`src/hdl/srsw_pkg.sv`:
```
// Shared types and constants for the selective-repeat sender window.
// Used by srsw_regs, srsw_ctrl, srsw_dp and the top level; depends on nothing.
package srsw_pkg;

    localparam int unsigned SLOTS       = 32;
    localparam int unsigned SLOT_W      = 5;
    localparam int unsigned SEG_PAYLOAD = 1024;
    localparam int unsigned SEG_SHIFT   = 10;
    localparam int unsigned SEG_W       = 11;
    localparam int unsigned APB_ADDR_W  = 5;
    localparam int unsigned RAM_W       = SEG_W + 32;

    localparam logic [2:0] REG_WINDOW_LIMIT = 3'd0;
    localparam logic [2:0] REG_TIMEOUT      = 3'd1;
    localparam logic [2:0] REG_CONNECTION   = 3'd2;
    localparam logic [2:0] REG_PROTOCOL     = 3'd3;
    localparam logic [2:0] REG_ACK_TYPE     = 3'd4;

    localparam logic [5:0]  RST_WINDOW_LIMIT = 6'd9;
    localparam logic [15:0] RST_TIMEOUT      = 16'd67;

    typedef enum logic [1:0] {
        OP_SEND = 2'd0,
        OP_ACK  = 2'd1,
        OP_TICK = 2'd2,
        OP_NONE = 2'd3
    } t_op;

    typedef enum logic [1:0] {
        KIND_SEND   = 2'd0,
        KIND_RETX   = 2'd1,
        KIND_REJECT = 2'd2,
        KIND_ACK    = 2'd3
    } t_kind;

    typedef enum logic [3:0] {
        ST_IDLE,
        ST_DECODE,
        ST_REJECT,
        ST_SEND,
        ST_SLIDE,
        ST_ACK_OUT,
        ST_SCAN_RD,
        ST_SCAN_CHK,
        ST_SCAN_END
    } t_state;

    typedef struct packed {
        logic [5:0]  window_limit;
        logic [15:0] timeout;
        logic [15:0] connection;
        logic [7:0]  protocol;
        logic [7:0]  ack_type;
    } t_cfg;

    typedef struct packed {
        logic latch;
        logic ack_mark;
        logic slide_step;
        logic emit_reject;
        logic emit_ack;
        logic send_seg;
        logic scan_start;
        logic scan_rd;
        logic scan_skip;
        logic scan_take;
        logic scan_flush;
    } t_cmd;

    typedef struct packed {
        t_op  op;
        logic len_zero;
        logic reject;
        logic seg_last;
        logic slide_ok;
        logic scan_done;
        logic due;
        logic pend_valid;
        logic out_free;
    } t_stat;

endpackage

```
`src/hdl/srsw_ram.sv`:
```
// Generic single-write, single-read RAM with registered read data.
// No dependencies.
module srsw_ram #(
    parameter int unsigned WIDTH = 8,
    parameter int unsigned DEPTH = 32
) (
    input  logic                     i_clk,
    input  logic                     i_we,
    input  logic [$clog2(DEPTH)-1:0] i_waddr,
    input  logic [WIDTH-1:0]         i_wdata,
    input  logic                     i_re,
    input  logic [$clog2(DEPTH)-1:0] i_raddr,
    output logic [WIDTH-1:0]         o_rdata
);

    logic [WIDTH-1:0] r_mem [DEPTH];
    logic [WIDTH-1:0] r_rdata;

    always_ff @(posedge i_clk) begin
        if (i_we) begin
            r_mem[i_waddr] <= i_wdata;
        end
        if (i_re) begin
            r_rdata <= r_mem[i_raddr];
        end
    end

    assign o_rdata = r_rdata;

endmodule

```
`src/hdl/srsw_regs.sv`:
```
// APB configuration registers of the sender window.
// Depends on srsw_pkg.
module srsw_regs (
    input  logic                            i_clk,
    input  logic                            i_rst_n,
    input  logic                            psel,
    input  logic                            penable,
    input  logic                            pwrite,
    input  logic [srsw_pkg::APB_ADDR_W-1:0] paddr,
    input  logic [31:0]                     pwdata,
    output logic [31:0]                     prdata,
    output logic                            pready,
    output srsw_pkg::t_cfg                  o_cfg
);

    srsw_pkg::t_cfg r_cfg;
    logic [2:0]     w_idx;

    assign w_idx  = paddr[4:2];
    assign pready = 1'b1;
    assign o_cfg  = r_cfg;

    always_ff @(posedge i_clk) begin
        if (!i_rst_n) begin
            r_cfg.window_limit <= srsw_pkg::RST_WINDOW_LIMIT;
            r_cfg.timeout      <= srsw_pkg::RST_TIMEOUT;
            r_cfg.connection   <= '0;
            r_cfg.protocol     <= '0;
            r_cfg.ack_type     <= '0;
        end else if (psel && penable && pwrite) begin
            case (w_idx)
                srsw_pkg::REG_WINDOW_LIMIT: r_cfg.window_limit <= pwdata[5:0];
                srsw_pkg::REG_TIMEOUT:      r_cfg.timeout      <= pwdata[15:0];
                srsw_pkg::REG_CONNECTION:   r_cfg.connection   <= pwdata[15:0];
                srsw_pkg::REG_PROTOCOL:     r_cfg.protocol     <= pwdata[7:0];
                srsw_pkg::REG_ACK_TYPE:     r_cfg.ack_type     <= pwdata[7:0];
                default: ;
            endcase
        end
    end

    always_comb begin
        case (w_idx)
            srsw_pkg::REG_WINDOW_LIMIT: prdata = {26'd0, r_cfg.window_limit};
            srsw_pkg::REG_TIMEOUT:      prdata = {16'd0, r_cfg.timeout};
            srsw_pkg::REG_CONNECTION:   prdata = {16'd0, r_cfg.connection};
            srsw_pkg::REG_PROTOCOL:     prdata = {24'd0, r_cfg.protocol};
            srsw_pkg::REG_ACK_TYPE:     prdata = {24'd0, r_cfg.ack_type};
            default:                    prdata = '0;
        endcase
    end

endmodule

```
`src/hdl/srsw_ctrl.sv`:
```
// Controller state machine: sequences send, ack slide and timer scan.
// Depends on srsw_pkg; drives srsw_dp through t_cmd, reads t_stat.
module srsw_ctrl (
    input  logic            i_clk,
    input  logic            i_rst_n,
    input  logic            i_in_valid,
    output logic            o_in_ready,
    input  srsw_pkg::t_stat i_stat,
    output srsw_pkg::t_cmd  o_cmd
);

    srsw_pkg::t_state r_state, n_state;

    always_ff @(posedge i_clk) begin
        if (!i_rst_n) begin
            r_state <= srsw_pkg::ST_IDLE;
        end else begin
            r_state <= n_state;
        end
    end

    always_comb begin
        n_state = r_state;
        unique case (r_state)
            srsw_pkg::ST_IDLE: begin
                if (i_in_valid) n_state = srsw_pkg::ST_DECODE;
            end
            srsw_pkg::ST_DECODE: begin
                unique case (i_stat.op)
                    srsw_pkg::OP_SEND: begin
                        priority if (i_stat.len_zero) n_state = srsw_pkg::ST_IDLE;
                        else if (i_stat.reject)       n_state = srsw_pkg::ST_REJECT;
                        else                          n_state = srsw_pkg::ST_SEND;
                    end
                    srsw_pkg::OP_ACK:  n_state = srsw_pkg::ST_SLIDE;
                    srsw_pkg::OP_TICK: n_state = srsw_pkg::ST_SCAN_RD;
                    default:           n_state = srsw_pkg::ST_IDLE;
                endcase
            end
            srsw_pkg::ST_REJECT: begin
                if (i_stat.out_free) n_state = srsw_pkg::ST_IDLE;
            end
            srsw_pkg::ST_SEND: begin
                if (i_stat.out_free && i_stat.seg_last) n_state = srsw_pkg::ST_IDLE;
            end
            srsw_pkg::ST_SLIDE: begin
                if (!i_stat.slide_ok) n_state = srsw_pkg::ST_ACK_OUT;
            end
            srsw_pkg::ST_ACK_OUT: begin
                if (i_stat.out_free) n_state = srsw_pkg::ST_IDLE;
            end
            srsw_pkg::ST_SCAN_RD: begin
                if (i_stat.scan_done) n_state = srsw_pkg::ST_SCAN_END;
                else                  n_state = srsw_pkg::ST_SCAN_CHK;
            end
            srsw_pkg::ST_SCAN_CHK: begin
                if (!i_stat.due || !i_stat.pend_valid || i_stat.out_free)
                    n_state = srsw_pkg::ST_SCAN_RD;
            end
            srsw_pkg::ST_SCAN_END: begin
                if (!i_stat.pend_valid || i_stat.out_free) n_state = srsw_pkg::ST_IDLE;
            end
            default: n_state = srsw_pkg::ST_IDLE;
        endcase
    end

    always_comb begin
        o_cmd      = '0;
        o_in_ready = 1'b0;
        unique case (r_state)
            srsw_pkg::ST_IDLE: begin
                o_in_ready  = 1'b1;
                o_cmd.latch = i_in_valid;
            end
            srsw_pkg::ST_DECODE: begin
                o_cmd.ack_mark   = (i_stat.op == srsw_pkg::OP_ACK);
                o_cmd.scan_start = (i_stat.op == srsw_pkg::OP_TICK);
            end
            srsw_pkg::ST_REJECT:   o_cmd.emit_reject = i_stat.out_free;
            srsw_pkg::ST_SEND:     o_cmd.send_seg    = i_stat.out_free;
            srsw_pkg::ST_SLIDE:    o_cmd.slide_step  = i_stat.slide_ok;
            srsw_pkg::ST_ACK_OUT:  o_cmd.emit_ack    = i_stat.out_free;
            srsw_pkg::ST_SCAN_RD:  o_cmd.scan_rd     = !i_stat.scan_done;
            srsw_pkg::ST_SCAN_CHK: begin
                o_cmd.scan_skip = !i_stat.due;
                o_cmd.scan_take = i_stat.due && (!i_stat.pend_valid || i_stat.out_free);
            end
            srsw_pkg::ST_SCAN_END: o_cmd.scan_flush = i_stat.pend_valid && i_stat.out_free;
            default: ;
        endcase
    end

endmodule

```
`src/hdl/srsw_dp.sv`:
```
// Datapath: window pointers, slot flags, slot RAM and the output register.
// Depends on srsw_pkg and srsw_ram; commanded by srsw_ctrl.
module srsw_dp (
    input  logic                       i_clk,
    input  logic                       i_rst_n,
    input  srsw_pkg::t_cfg             i_cfg,
    input  srsw_pkg::t_cmd             i_cmd,
    output srsw_pkg::t_stat            o_stat,
    input  logic [1:0]                 i_in_user,
    input  logic [111:0]               i_in_data,
    input  logic                       i_out_ready,
    output logic                       o_out_valid,
    output logic [1:0]                 o_out_kind,
    output logic [63:0]                o_out_data,
    output logic                       o_out_last
);

    localparam int unsigned SW = srsw_pkg::SLOT_W;
    localparam int unsigned LW = srsw_pkg::SEG_W;

    // latched item
    srsw_pkg::t_op r_op;
    logic [15:0]   r_len;
    logic [31:0]   r_now;
    logic [7:0]    r_aproto, r_atype;
    logic [15:0]   r_aconn, r_aseq, r_apwin;

    logic [15:0]   r_base, r_next, r_pwin, r_done;
    logic [srsw_pkg::SLOTS-1:0] r_used, r_acked;

    logic [5:0]    r_scan_i;
    logic [15:0]   r_scan_seq;
    logic          r_pend_valid;
    logic [15:0]   r_pend_seq;
    logic [LW-1:0] r_pend_len;

    logic              r_out_valid, r_out_last;
    srsw_pkg::t_kind   r_out_kind;
    logic [15:0]       r_out_seq, r_out_off, r_out_pwin;
    logic [SW-1:0]     r_out_slot;
    logic [LW-1:0]     r_out_bytes;

    logic [15:0]   w_fl, w_lim, w_need, w_remain, w_ack_dist, w_scan_seq;
    logic [16:0]   w_need_sum;
    logic [5:0]    w_lim6;
    logic [LW-1:0] w_size;
    logic          w_out_free, w_match, w_due;
    logic [SW-1:0] w_base_slot, w_ack_slot, w_next_slot, w_scan_slot;
    logic [srsw_pkg::RAM_W-1:0] w_rdata, w_wdata;
    logic [SW-1:0] w_waddr;
    logic          w_we;
    logic [31:0]   w_age;

    assign w_fl        = r_next - r_base;
    assign w_lim6      = (i_cfg.window_limit > 6'(srsw_pkg::SLOTS)) ?
                         6'(srsw_pkg::SLOTS) : i_cfg.window_limit;
    assign w_lim       = {10'd0, w_lim6};
    assign w_need_sum  = {1'b0, r_len} + 17'(srsw_pkg::SEG_PAYLOAD - 1);
    assign w_need      = 16'(w_need_sum >> srsw_pkg::SEG_SHIFT);
    assign w_remain    = r_len - r_done;
    assign w_size      = (w_remain > 16'(srsw_pkg::SEG_PAYLOAD)) ?
                         LW'(srsw_pkg::SEG_PAYLOAD) : w_remain[LW-1:0];
    assign w_base_slot = r_base[SW-1:0];
    assign w_next_slot = r_next[SW-1:0];
    assign w_ack_slot  = r_aseq[SW-1:0];
    assign w_ack_dist  = r_aseq - r_base;
    assign w_match     = (r_aproto == i_cfg.protocol) && (r_atype == i_cfg.ack_type) &&
                         (r_aconn == i_cfg.connection);
    assign w_scan_seq  = r_base + {10'd0, r_scan_i};
    assign w_scan_slot = r_scan_seq[SW-1:0];
    assign w_age       = r_now - w_rdata[31:0];
    assign w_due       = r_used[w_scan_slot] && !r_acked[w_scan_slot] &&
                         (w_age >= {16'd0, i_cfg.timeout});
    assign w_out_free  = !r_out_valid || i_out_ready;

    always_comb begin
        o_stat.op         = r_op;
        o_stat.len_zero   = (r_len == 16'd0);
        o_stat.reject     = (w_fl > w_lim) || ((w_lim - w_fl) < w_need);
        o_stat.seg_last   = (w_remain <= 16'(srsw_pkg::SEG_PAYLOAD));
        o_stat.slide_ok   = (r_base != r_next) && r_used[w_base_slot] && r_acked[w_base_slot];
        o_stat.scan_done  = ({10'd0, r_scan_i} == w_fl);
        o_stat.due        = w_due;
        o_stat.pend_valid = r_pend_valid;
        o_stat.out_free   = w_out_free;
    end

    // slot RAM holds {length, send stamp}; in-flight slots map uniquely to sequences
    always_comb begin
        w_we    = i_cmd.send_seg || i_cmd.scan_take;
        w_waddr = i_cmd.send_seg ? w_next_slot : w_scan_slot;
        w_wdata = i_cmd.send_seg ? {w_size, r_now} : {w_rdata[srsw_pkg::RAM_W-1:32], r_now};
    end

    srsw_ram #(
        .WIDTH (srsw_pkg::RAM_W),
        .DEPTH (srsw_pkg::SLOTS)
    ) u_slot_ram (
        .i_clk   (i_clk),
        .i_we    (w_we),
        .i_waddr (w_waddr),
        .i_wdata (w_wdata),
        .i_re    (i_cmd.scan_rd),
        .i_raddr (w_scan_seq[SW-1:0]),
        .o_rdata (w_rdata)
    );

    always_ff @(posedge i_clk) begin
        if (i_cmd.latch) begin
            r_op     <= srsw_pkg::t_op'(i_in_user);
            r_len    <= i_in_data[15:0];
            r_now    <= i_in_data[47:16];
            r_aproto <= i_in_data[55:48];
            r_atype  <= i_in_data[63:56];
            r_aconn  <= i_in_data[79:64];
            r_aseq   <= i_in_data[95:80];
            r_apwin  <= i_in_data[111:96];
            r_done   <= '0;
        end else if (i_cmd.send_seg) begin
            r_done <= r_done + {5'd0, w_size};
        end
        if (i_cmd.scan_rd) begin
            r_scan_seq <= w_scan_seq;
        end
        if (i_cmd.scan_take) begin
            r_pend_seq <= r_scan_seq;
            r_pend_len <= w_rdata[srsw_pkg::RAM_W-1:32];
        end
    end

    always_ff @(posedge i_clk) begin
        if (!i_rst_n) begin
            r_base       <= '0;
            r_next       <= '0;
            r_pwin       <= '0;
            r_used       <= '0;
            r_acked      <= '0;
            r_scan_i     <= '0;
            r_pend_valid <= 1'b0;
        end else begin
            if (i_cmd.ack_mark && w_match) begin
                r_pwin <= r_apwin;
                if (r_used[w_ack_slot] && (w_ack_dist < w_fl)) r_acked[w_ack_slot] <= 1'b1;
            end
            if (i_cmd.slide_step) begin
                r_used[w_base_slot]  <= 1'b0;
                r_acked[w_base_slot] <= 1'b0;
                r_base               <= r_base + 16'd1;
            end
            if (i_cmd.send_seg) begin
                r_used[w_next_slot]  <= 1'b1;
                r_acked[w_next_slot] <= 1'b0;
                r_next               <= r_next + 16'd1;
            end
            if (i_cmd.scan_start) begin
                r_scan_i     <= '0;
                r_pend_valid <= 1'b0;
            end
            if (i_cmd.scan_skip || i_cmd.scan_take) r_scan_i <= r_scan_i + 6'd1;
            if (i_cmd.scan_take)  r_pend_valid <= 1'b1;
            if (i_cmd.scan_flush) r_pend_valid <= 1'b0;
        end
    end

    // output register
    always_ff @(posedge i_clk) begin
        if (!i_rst_n) begin
            r_out_valid <= 1'b0;
        end else if (i_cmd.emit_reject || i_cmd.emit_ack || i_cmd.send_seg ||
                     i_cmd.scan_flush || (i_cmd.scan_take && r_pend_valid)) begin
            r_out_valid <= 1'b1;
        end else if (i_out_ready) begin
            r_out_valid <= 1'b0;
        end
    end

    always_ff @(posedge i_clk) begin
        priority if (i_cmd.emit_reject) begin
            r_out_kind  <= srsw_pkg::KIND_REJECT;
            r_out_seq   <= r_next;
            r_out_slot  <= '0;
            r_out_bytes <= '0;
            r_out_off   <= '0;
            r_out_pwin  <= r_pwin;
            r_out_last  <= 1'b1;
        end else if (i_cmd.emit_ack) begin
            r_out_kind  <= srsw_pkg::KIND_ACK;
            r_out_seq   <= r_base;
            r_out_slot  <= '0;
            r_out_bytes <= '0;
            r_out_off   <= '0;
            r_out_pwin  <= r_pwin;
            r_out_last  <= 1'b1;
        end else if (i_cmd.send_seg) begin
            r_out_kind  <= srsw_pkg::KIND_SEND;
            r_out_seq   <= r_next;
            r_out_slot  <= w_next_slot;
            r_out_bytes <= w_size;
            r_out_off   <= r_done;
            r_out_pwin  <= r_pwin;
            r_out_last  <= (w_remain <= 16'(srsw_pkg::SEG_PAYLOAD));
        end else if (i_cmd.scan_flush || (i_cmd.scan_take && r_pend_valid)) begin
            r_out_kind  <= srsw_pkg::KIND_RETX;
            r_out_seq   <= r_pend_seq;
            r_out_slot  <= r_pend_seq[SW-1:0];
            r_out_bytes <= r_pend_len;
            r_out_off   <= '0;
            r_out_pwin  <= r_pwin;
            r_out_last  <= i_cmd.scan_flush;
        end else begin
            r_out_kind  <= r_out_kind;
        end
    end

    assign o_out_valid = r_out_valid;
    assign o_out_kind  = r_out_kind;
    assign o_out_last  = r_out_last;
    assign o_out_data  = {r_out_pwin, r_out_off, r_out_bytes, r_out_slot, r_out_seq};

endmodule

```
`src/hdl/selective_repeat_sender_window.sv`:
```
// Top level of the selective-repeat sender window for one connection.
// Depends on srsw_pkg, srsw_regs, srsw_ctrl, srsw_dp (which holds srsw_ram).
//
// Usage: items enter on the s_axis channel; tuser selects send request,
// acknowledgement or timer tick. Results leave on m_axis, tlast marking the
// final result of an item. Configuration goes through the APB port.
// One item is worked at a time; s_axis_tready is high only when idle.
// A send yields its first segment after the decode state, then one segment
// per cycle while the output register is free. An ack slides the window over
// each acknowledged slot at its base (up to 32). A tick scans each in-flight
// slot (up to 32) in a read state and a check state, the slot RAM read being
// registered; a retransmit is held one slot back so tlast can be set on the
// last one. Reset clears pointers, slot flags, the stored peer window and
// restores register defaults; no RAM clearing pass is needed.
// When m_axis_tready is low the single output register holds its result and
// the sequencer waits; no result is lost or repeated.
module selective_repeat_sender_window (
    input  logic                            i_clk,
    input  logic                            i_rst_n,
    input  logic                            s_axis_tvalid,
    output logic                            s_axis_tready,
    // tdata: send_length[15:0], now_ms[47:16], ack_protocol[55:48], ack_type[63:56],
    //        ack_connection[79:64], ack_sequence[95:80], ack_peer_window[111:96]
    input  logic [111:0]                    s_axis_tdata,
    // tuser: operation[1:0]
    input  logic [1:0]                      s_axis_tuser,
    output logic                            m_axis_tvalid,
    input  logic                            m_axis_tready,
    // tdata: sequence_number[15:0], slot_index[20:16], segment_bytes[31:21],
    //        buffer_offset[47:32], peer_window[63:48]
    output logic [63:0]                     m_axis_tdata,
    // tuser: result_kind[1:0]
    output logic [1:0]                      m_axis_tuser,
    output logic                            m_axis_tlast,
    input  logic                            psel,
    input  logic                            penable,
    input  logic                            pwrite,
    input  logic [srsw_pkg::APB_ADDR_W-1:0] paddr,
    input  logic [31:0]                     pwdata,
    output logic [31:0]                     prdata,
    output logic                            pready
);

    srsw_pkg::t_cfg  w_cfg;
    srsw_pkg::t_cmd  w_cmd;
    srsw_pkg::t_stat w_stat;

    srsw_regs u_regs (
        .i_clk   (i_clk),
        .i_rst_n (i_rst_n),
        .psel    (psel),
        .penable (penable),
        .pwrite  (pwrite),
        .paddr   (paddr),
        .pwdata  (pwdata),
        .prdata  (prdata),
        .pready  (pready),
        .o_cfg   (w_cfg)
    );

    srsw_ctrl u_ctrl (
        .i_clk      (i_clk),
        .i_rst_n    (i_rst_n),
        .i_in_valid (s_axis_tvalid),
        .o_in_ready (s_axis_tready),
        .i_stat     (w_stat),
        .o_cmd      (w_cmd)
    );

    srsw_dp u_dp (
        .i_clk       (i_clk),
        .i_rst_n     (i_rst_n),
        .i_cfg       (w_cfg),
        .i_cmd       (w_cmd),
        .o_stat      (w_stat),
        .i_in_user   (s_axis_tuser),
        .i_in_data   (s_axis_tdata),
        .i_out_ready (m_axis_tready),
        .o_out_valid (m_axis_tvalid),
        .o_out_kind  (m_axis_tuser),
        .o_out_data  (m_axis_tdata),
        .o_out_last  (m_axis_tlast)
    );

endmodule
```
`config.mk`:
```
export PLATFORM = sky130hd
export DESIGN_NAME = selective_repeat_sender_window
export DESIGN_NICKNAME = d
export VERILOG_FILES = /design/src/hdl/srsw_pkg.sv /design/src/hdl/srsw_ram.sv /design/src/hdl/srsw_regs.sv /design/src/hdl/srsw_ctrl.sv /design/src/hdl/srsw_dp.sv /design/src/hdl/selective_repeat_sender_window.sv
export SDC_FILE = /design/constraint.sdc
export NUM_CORES = 2
export LEC_CHECK = 0
export BUFFER_PORTS_ARGS = -buffer_cell sky130_fd_sc_hd__buf_2
export CORE_MARGIN = 4
export CORE_UTILIZATION = 35
export CTS_CLUSTER_DIAMETER = 60
export DETAILED_ROUTE_END_ITERATION = 8
export GPL_ROUTABILITY_DRIVEN = 1
export PLACE_DENSITY = 0.57
export SLEW_MARGIN = 10
export SYNTH_ARGS = -nofsm -noshare
export SYNTH_HDL_FRONTEND = slang
export SYNTH_SLANG_ARGS = --single-unit
```
`constraint.sdc`:
```
create_clock -name i_clk -period 8.44 [get_ports i_clk]
set_input_delay 1.688 -clock i_clk [delete_from_list [all_inputs] [get_ports i_clk]]
set_output_delay 1.688 -clock i_clk [all_outputs]
set_load 0.02 [all_outputs]
```
---- Word-level counts from Yosys, hierarchy flattened ----
Memory sizes are Yosys's and may differ from the RTL's. A register that Yosys moved wholly into a read port is not among the register bits.
Index checks and enable logic that the tools add are counted.
word-level totals
  bits of input ports ..................... 158
  word-level logic and storage cells ...... 225
  memories ................................ 1
  bits in registers ....................... 418
  memory bits (writable) .................. 1376
memory list
  name                   depth  bits a word  rd ports  clocked after Yosys merged registers in  wr ports  line            text
  u_dp.u_slot_ram.r_mem  32     43           1         1                                        1         srsw_ram.sv:16  logic [WIDTH-1:0] r_mem [DEPTH];
cells by class
  bitwise gates (word level) .............. 8
  add/sub/neg operators ................... 11
  reduce and logical (&&, ||, !) cells .... 53
  multiplexer cells ....................... 79
  order comparisons ....................... 14
  eq/ne operators ......................... 25
operators by type and width
  cell                                                                           count
  32-bit two-way mux                                                             9
  16-bit two-way mux                                                             10
  32-bit bitwise AND                                                             3
  16-bit case mux with 5 select lines                                            1
  32-bit NOT                                                                     2
  32-bit bitwise OR                                                              2
  16-bit subtractor                                                              3
  43-bit two-way mux                                                             1
  11-bit two-way mux                                                             3
  16-bit by 1-bit adder with 16-bit output (second input constant)               2
  32-bit by 16-bit greater-or-equal comparator with 1-bit output                 1
  4-bit two-way mux                                                              8
  4-bit case mux with 8 select lines                                             1
  32-bit subtractor                                                              1
  1-bit two-way mux                                                              28
  1-bit binary-select mux with 5-bit select                                      5
  5-bit by 6-bit less-than comparator with 1-bit output (second input constant)  4
  6-bit two-way mux                                                              3
  16-bit by 10-bit adder with 17-bit output (second input constant)              1
  1-bit logical AND                                                              17
  16-bit by 11-bit adder with 16-bit output                                      1
  16-bit by 6-bit adder with 16-bit output                                       1
  16-bit equality test                                                           1
  4-bit by 3-bit equality test with 1-bit output (second input constant)         4
  39 further kinds                                                               78

---- Logic depth before layout (Yosys ltp) ----
  depth in word-level cells ............... 13
  mapped depth ............................ 26
  depth with buffers taken out ............ 23

---- Cells and area by module ----
A second synthesis with hierarchy kept.
unflattened totals
  cell total of the unflattened synthesis .. 5591
  area, all modules ....................... 79463.7 sq um
modules (own cells, without submodules)
  module     cells an instance  area an instance (sq um)  instances  sequential area each (sq um)
  srsw_ram   3020               54900.2                   1          42610.9
  srsw_dp    2215               21294.2                   1          9098.7
  srsw_regs  284                2688.8                    1          1081.0
  srsw_ctrl  72                 580.6                     1          80.1

---- Worst setup path before layout ----
OpenSTA, ideal clock, no wires.
  path kind ............................... register to register
  from .................................... reg u_dp.r_now[0]
  to ...................................... mem u_dp.u_slot_ram.r_mem[6][0] (netlist bit) (enable)
  clock period less this slack ............ 7.602 ns
  data required time ...................... 7.944 ns
  stages on the path, launching flop included .. 25
  setup slack ............................. 0.838 ns
  data arrival time ....................... 7.106 ns
  path through ............................ edfxtp_1 > inv_1 > ha_1 > inv_1 > fa_1 > a21oi_1 > o2bb2ai_1 > o31ai_4 > a21oi_1 > o21a_1 > nor2_1 > xnor2_1 > ha_1 > a21oi_1 > nor2b_1 > a2111oi_0 > o21ai_0 > nor4_1 > o221ai_1 > nand4b_1 > or4_4 > and4bb_4 > a22oi_4 > buf_6 > nor3_1
RTL lines
  what                    line            text
  from (decl)             srsw_dp.sv:24   logic [31:0] r_now;
  from (signal assigned)  srsw_dp.sv:112  r_now <= i_in_data[47:16];
  to (decl)               srsw_ram.sv:16

==> metrics.yaml <==
status: "finished clean"
numClockSinks: 1837
syn_inst: 4610
place_hpwl_um: 119000
synth_seq_cells: 1837
swShare_pct: 23.9
setup_viol: 0
drc_errors: 0
muxShareOfSynthArea_pct: 14.8
synth.distinct_cells: 100
p_total_w: 0.0204
fin_tns_setup_ns: 0
synth_enable_flop_cells: 1608
reg2reg_depth: 21
track_usage_pct: 17.4
synth_top_flop_cell: "edfxtp_1"
cts_buffers: 197
period_needed_ns: 7.32
top_level_ports: 260
maxSlewViolCount: 0
whs_path_depth: 0
finalWirelength_um: 204000
final_core_util_pct: 40.4
antenna_found_initial: 7
cts_buffer_depth: 3
p_switching_w: 0.00488
tightest_slew_ns: 1.31
cts_tree: "yes"
leakagePower_nw: 28.5
netlist_area_mm2: 0.0776
synthTopCellsByArea: "edfxtp_1 62%, mux4_2 13%, dfxtp_1 5.9%"
yosysWarningCount: 0
p_int_w: 0.0156
worstHoldPathType: "reg -> reg"
synth_area_per_cell_um2: 16.8
rr_endpoint: "u_dp.u_slot_ram.r_mem[26][36]"
clk_pin_slew_ns: 0.06
htree_levels: 4
yosys.area_share.simple_pct: 5.52
clock_skew_ns: 0.0629
cp-end-kind: "flop"
synthAdderAreaFrac_pct: 2.55
cts_hold_buffers: 0
insertion_delay_ns: 0.85
worst-endpoint-arrival_ns: 7.72
holdWs_ns: 0.411
p_per_area_mw_per_mm2: 230
drtPass1Iterations: 6
yosysSeqAreaShare_pct: 68.1
clockPowerShare_pct: 41.6
routed-via-count: 43200
synth_top_family_by_area: "multiplexers"
drive_gt1_share_pct: 23.3
initial_utilization_pct: 35.2
cp_max_fo: 43
cts-root-buf: "clkbuf_16"
r2r_start: "u_dp.r_now[9]"
crit_type: "reg -> reg"
vias_per_cell: 5.39
gp_congestion: 0.869
power_frac_seq_pct: 51.3
rrSetupSlack_ns: 1.12
ir_worst_vdd_v: 0.000230
routedWlPerCell_um: 25.4
synthXorXnorAreaFrac_pct: 1.73
synth_top_cell_area_share_pct: 62.2
die-width_um: 479
grt_pass1_wl_um: 296000
synth-compound-area-share_pct: 5.01
maxCapViolCount: 0
min_to: "u_dp.r_out_pwin[9]"
power_frac_comb_pct: 7.2
ctsResizeCount: 0
gr-total-overflow: 0
grt_pass1_vias: 42400
fin_crit_sh_pct: 86.7
fin_nets: 5217
rsz0062_at_grt: "no"
die_h_um: 479
die_area_mm2: 0.229
postRouteAntennaNets: 0
slew_headroom_pct: 12.0
crit_required_ns: 8.84
post_cts_buffers: 0
synthArstFlopShare_pct: 0
io_buffers: 224
fmax_mhz: 137
drt-initial-drc-count: 4581
worstHoldStart: "u_dp.r_pwin[9]"
cp-start-kind: "flop"
syn_to_final_growth_pct: 14.6
std_cell_rows: 172
coreArea_mm2: 0.220
synth_top_area_cell: "edfxtp_1"
timing_hold_violations_final: 0
grt_max_degree: 130
[cell usage in the layout (no fill, tap or decap), types with 93 or more instances in the layout]
cell       count
a21oi_1      170
buf_2        224
clkbuf_16    202
dfxtp_1      229
edfxtp_1    1608
ha_1         146
inv_1        178
mux4_2       455
nand2_1      280
nand3_1      109
nor2_1       193
o21ai_0       93
xnor2_1      105
[sequential cells by signal, summed over array words and instances (netlist names), 32 cells and up, named ones only]
name	cells
u_dp.r_used	32
u_dp.u_slot_ram.o_rdata	43
u_dp.u_slot_ram.r_mem	1376
u_regs.o_cfg	54
u_dp.r_now	32
u_dp.r_acked	32
[worst max-delay path: stages, from the launching register on]
cell and delay (ns):
edfxtp_1 1.08, ha_1 0.48, a21oi_2 0.27, nand2_1 0.13, o31ai_4 0.40, a21oi_1 0.14, o21a_1 0.19, nor2_1 0.11
xnor2_1 0.16, ha_1 0.28, a21oi_1 0.14, nor2b_1 0.06, a2111oi_0 0.26, o21ai_0 0.15, nor4_1 0.25, o221ai_1 0.15
nand4b_1 0.21, or4_4 0.62, and4bb_4 0.43, a22oi_4 0.67, nor3_2 0.11, buf_4 0.51
[synth_stat cells (20+ instances only)]
cell type and instances:
edfxtp_1 1608, mux4_2 455, nand2_1 280, dfxtp_1 229, nor2_1 194, inv_1 180, clkbuf_1 174, a21oi_1 170
ha_1 147, nand3_1 110, xnor2_1 107, o21ai_0 95, nor3_1 79, mux2i_1 67, nor4_1 56, mux2_2 49
xor2_1 46, o2bb2ai_1 34, a21o_1 33, a22oi_1 30, buf_1 30, nand4_1 30, nor2b_1 30, nand2b_1 29
buf_4 23, o21a_1 21, a31oi_1 20
[power by group through the flow]
stage / registers, W / logic [W] / clock network, W
6_report: 0.0105 / 0.00146 / 0.00849
5_1_grt: 0.0105 / 0.00161 / 0.00911
4_1_cts: 0.0105 / 0.00147 / 0.00870
3_5_place_dp: 0.0107 / 0.00147 / 0
3_3_place_gp: 0.0107 / 0.00144 / 0
2_1_floorplan: 0.0107 / 0.000866 / 0
[logic make-up after synthesis]
| kind of cell | count (synthesis) |
|---|---|
| and+or+nand+nor | 895 |
| muxes | 572 |
| xor gates and xnor gates | 153 |
| AOI/OAI and AO/OA | 575 |
| buffers and inverters | 422 |
| DFF | 1837 |
| other | 2 |
| adders and majority gates | 154 |
[metal layers]
layer	part of all wire, %	global-route usage [%]
met5	0.013	0
met1	45	25.6
met2	45	26.5
met4	1.8	3.87
met3	7.4	3.90
[cell type report]
cell class	count	area (µm²)
clock buffers	243	5210
well taps	2958	3700
repair buffers	319	1920
diodes	2	5.00
multi-input cells	2366	23300
flip-flops and latches	1837	52900
inverters	184	699
fillers	19900	131000
clock inverters	117	1200
[worst max-delay path by stage]
stage / startpoint / to / slack, ns / cells past startpoint
3_5_place_dp: u_dp.r_now[9] / u_dp.u_slot_ram.r_mem[27][15] / 1.23 / 21
3_3_place_gp: u_dp.r_now[0] / u_dp.u_slot_ram.r_mem[26][31] / 1.10 / 24
2_1_floorplan: u_dp.r_now[0] / u_dp.u_slot_ram.r_mem[6][0] / 0.84 / 24
5_1_grt: u_dp.r_now[7] / u_dp.u_slot_ram.r_mem[26][36] / 0.65 / 21
6_report: u_dp.r_now[9] / u_dp.u_slot_ram.r_mem[26][36] / 1.12 / 21
4_1_cts: u_dp.r_now[9] / u_dp.u_slot_ram.r_mem[26][36] / 1.18 / 21
[metrics by stage]
| stage | setup slack, ns | area, µm² | std cells |
|---|---|---|---|
| 3_3_place_gp | 1.10 | 82500 | 7664 |
| 2_1_floorplan | 0.838 | 77700 | 4625 |
| 5_1_grt | 0.648 | 88900 | 8024 |
| 3_5_place_dp | 1.23 | 82500 | 7664 |
| 4_1_cts | 1.18 | 88900 | 8024 |
| 6_report | 1.12 | 88900 | 8026 |
Note: power is estimated with default switching activity, not from simulation.
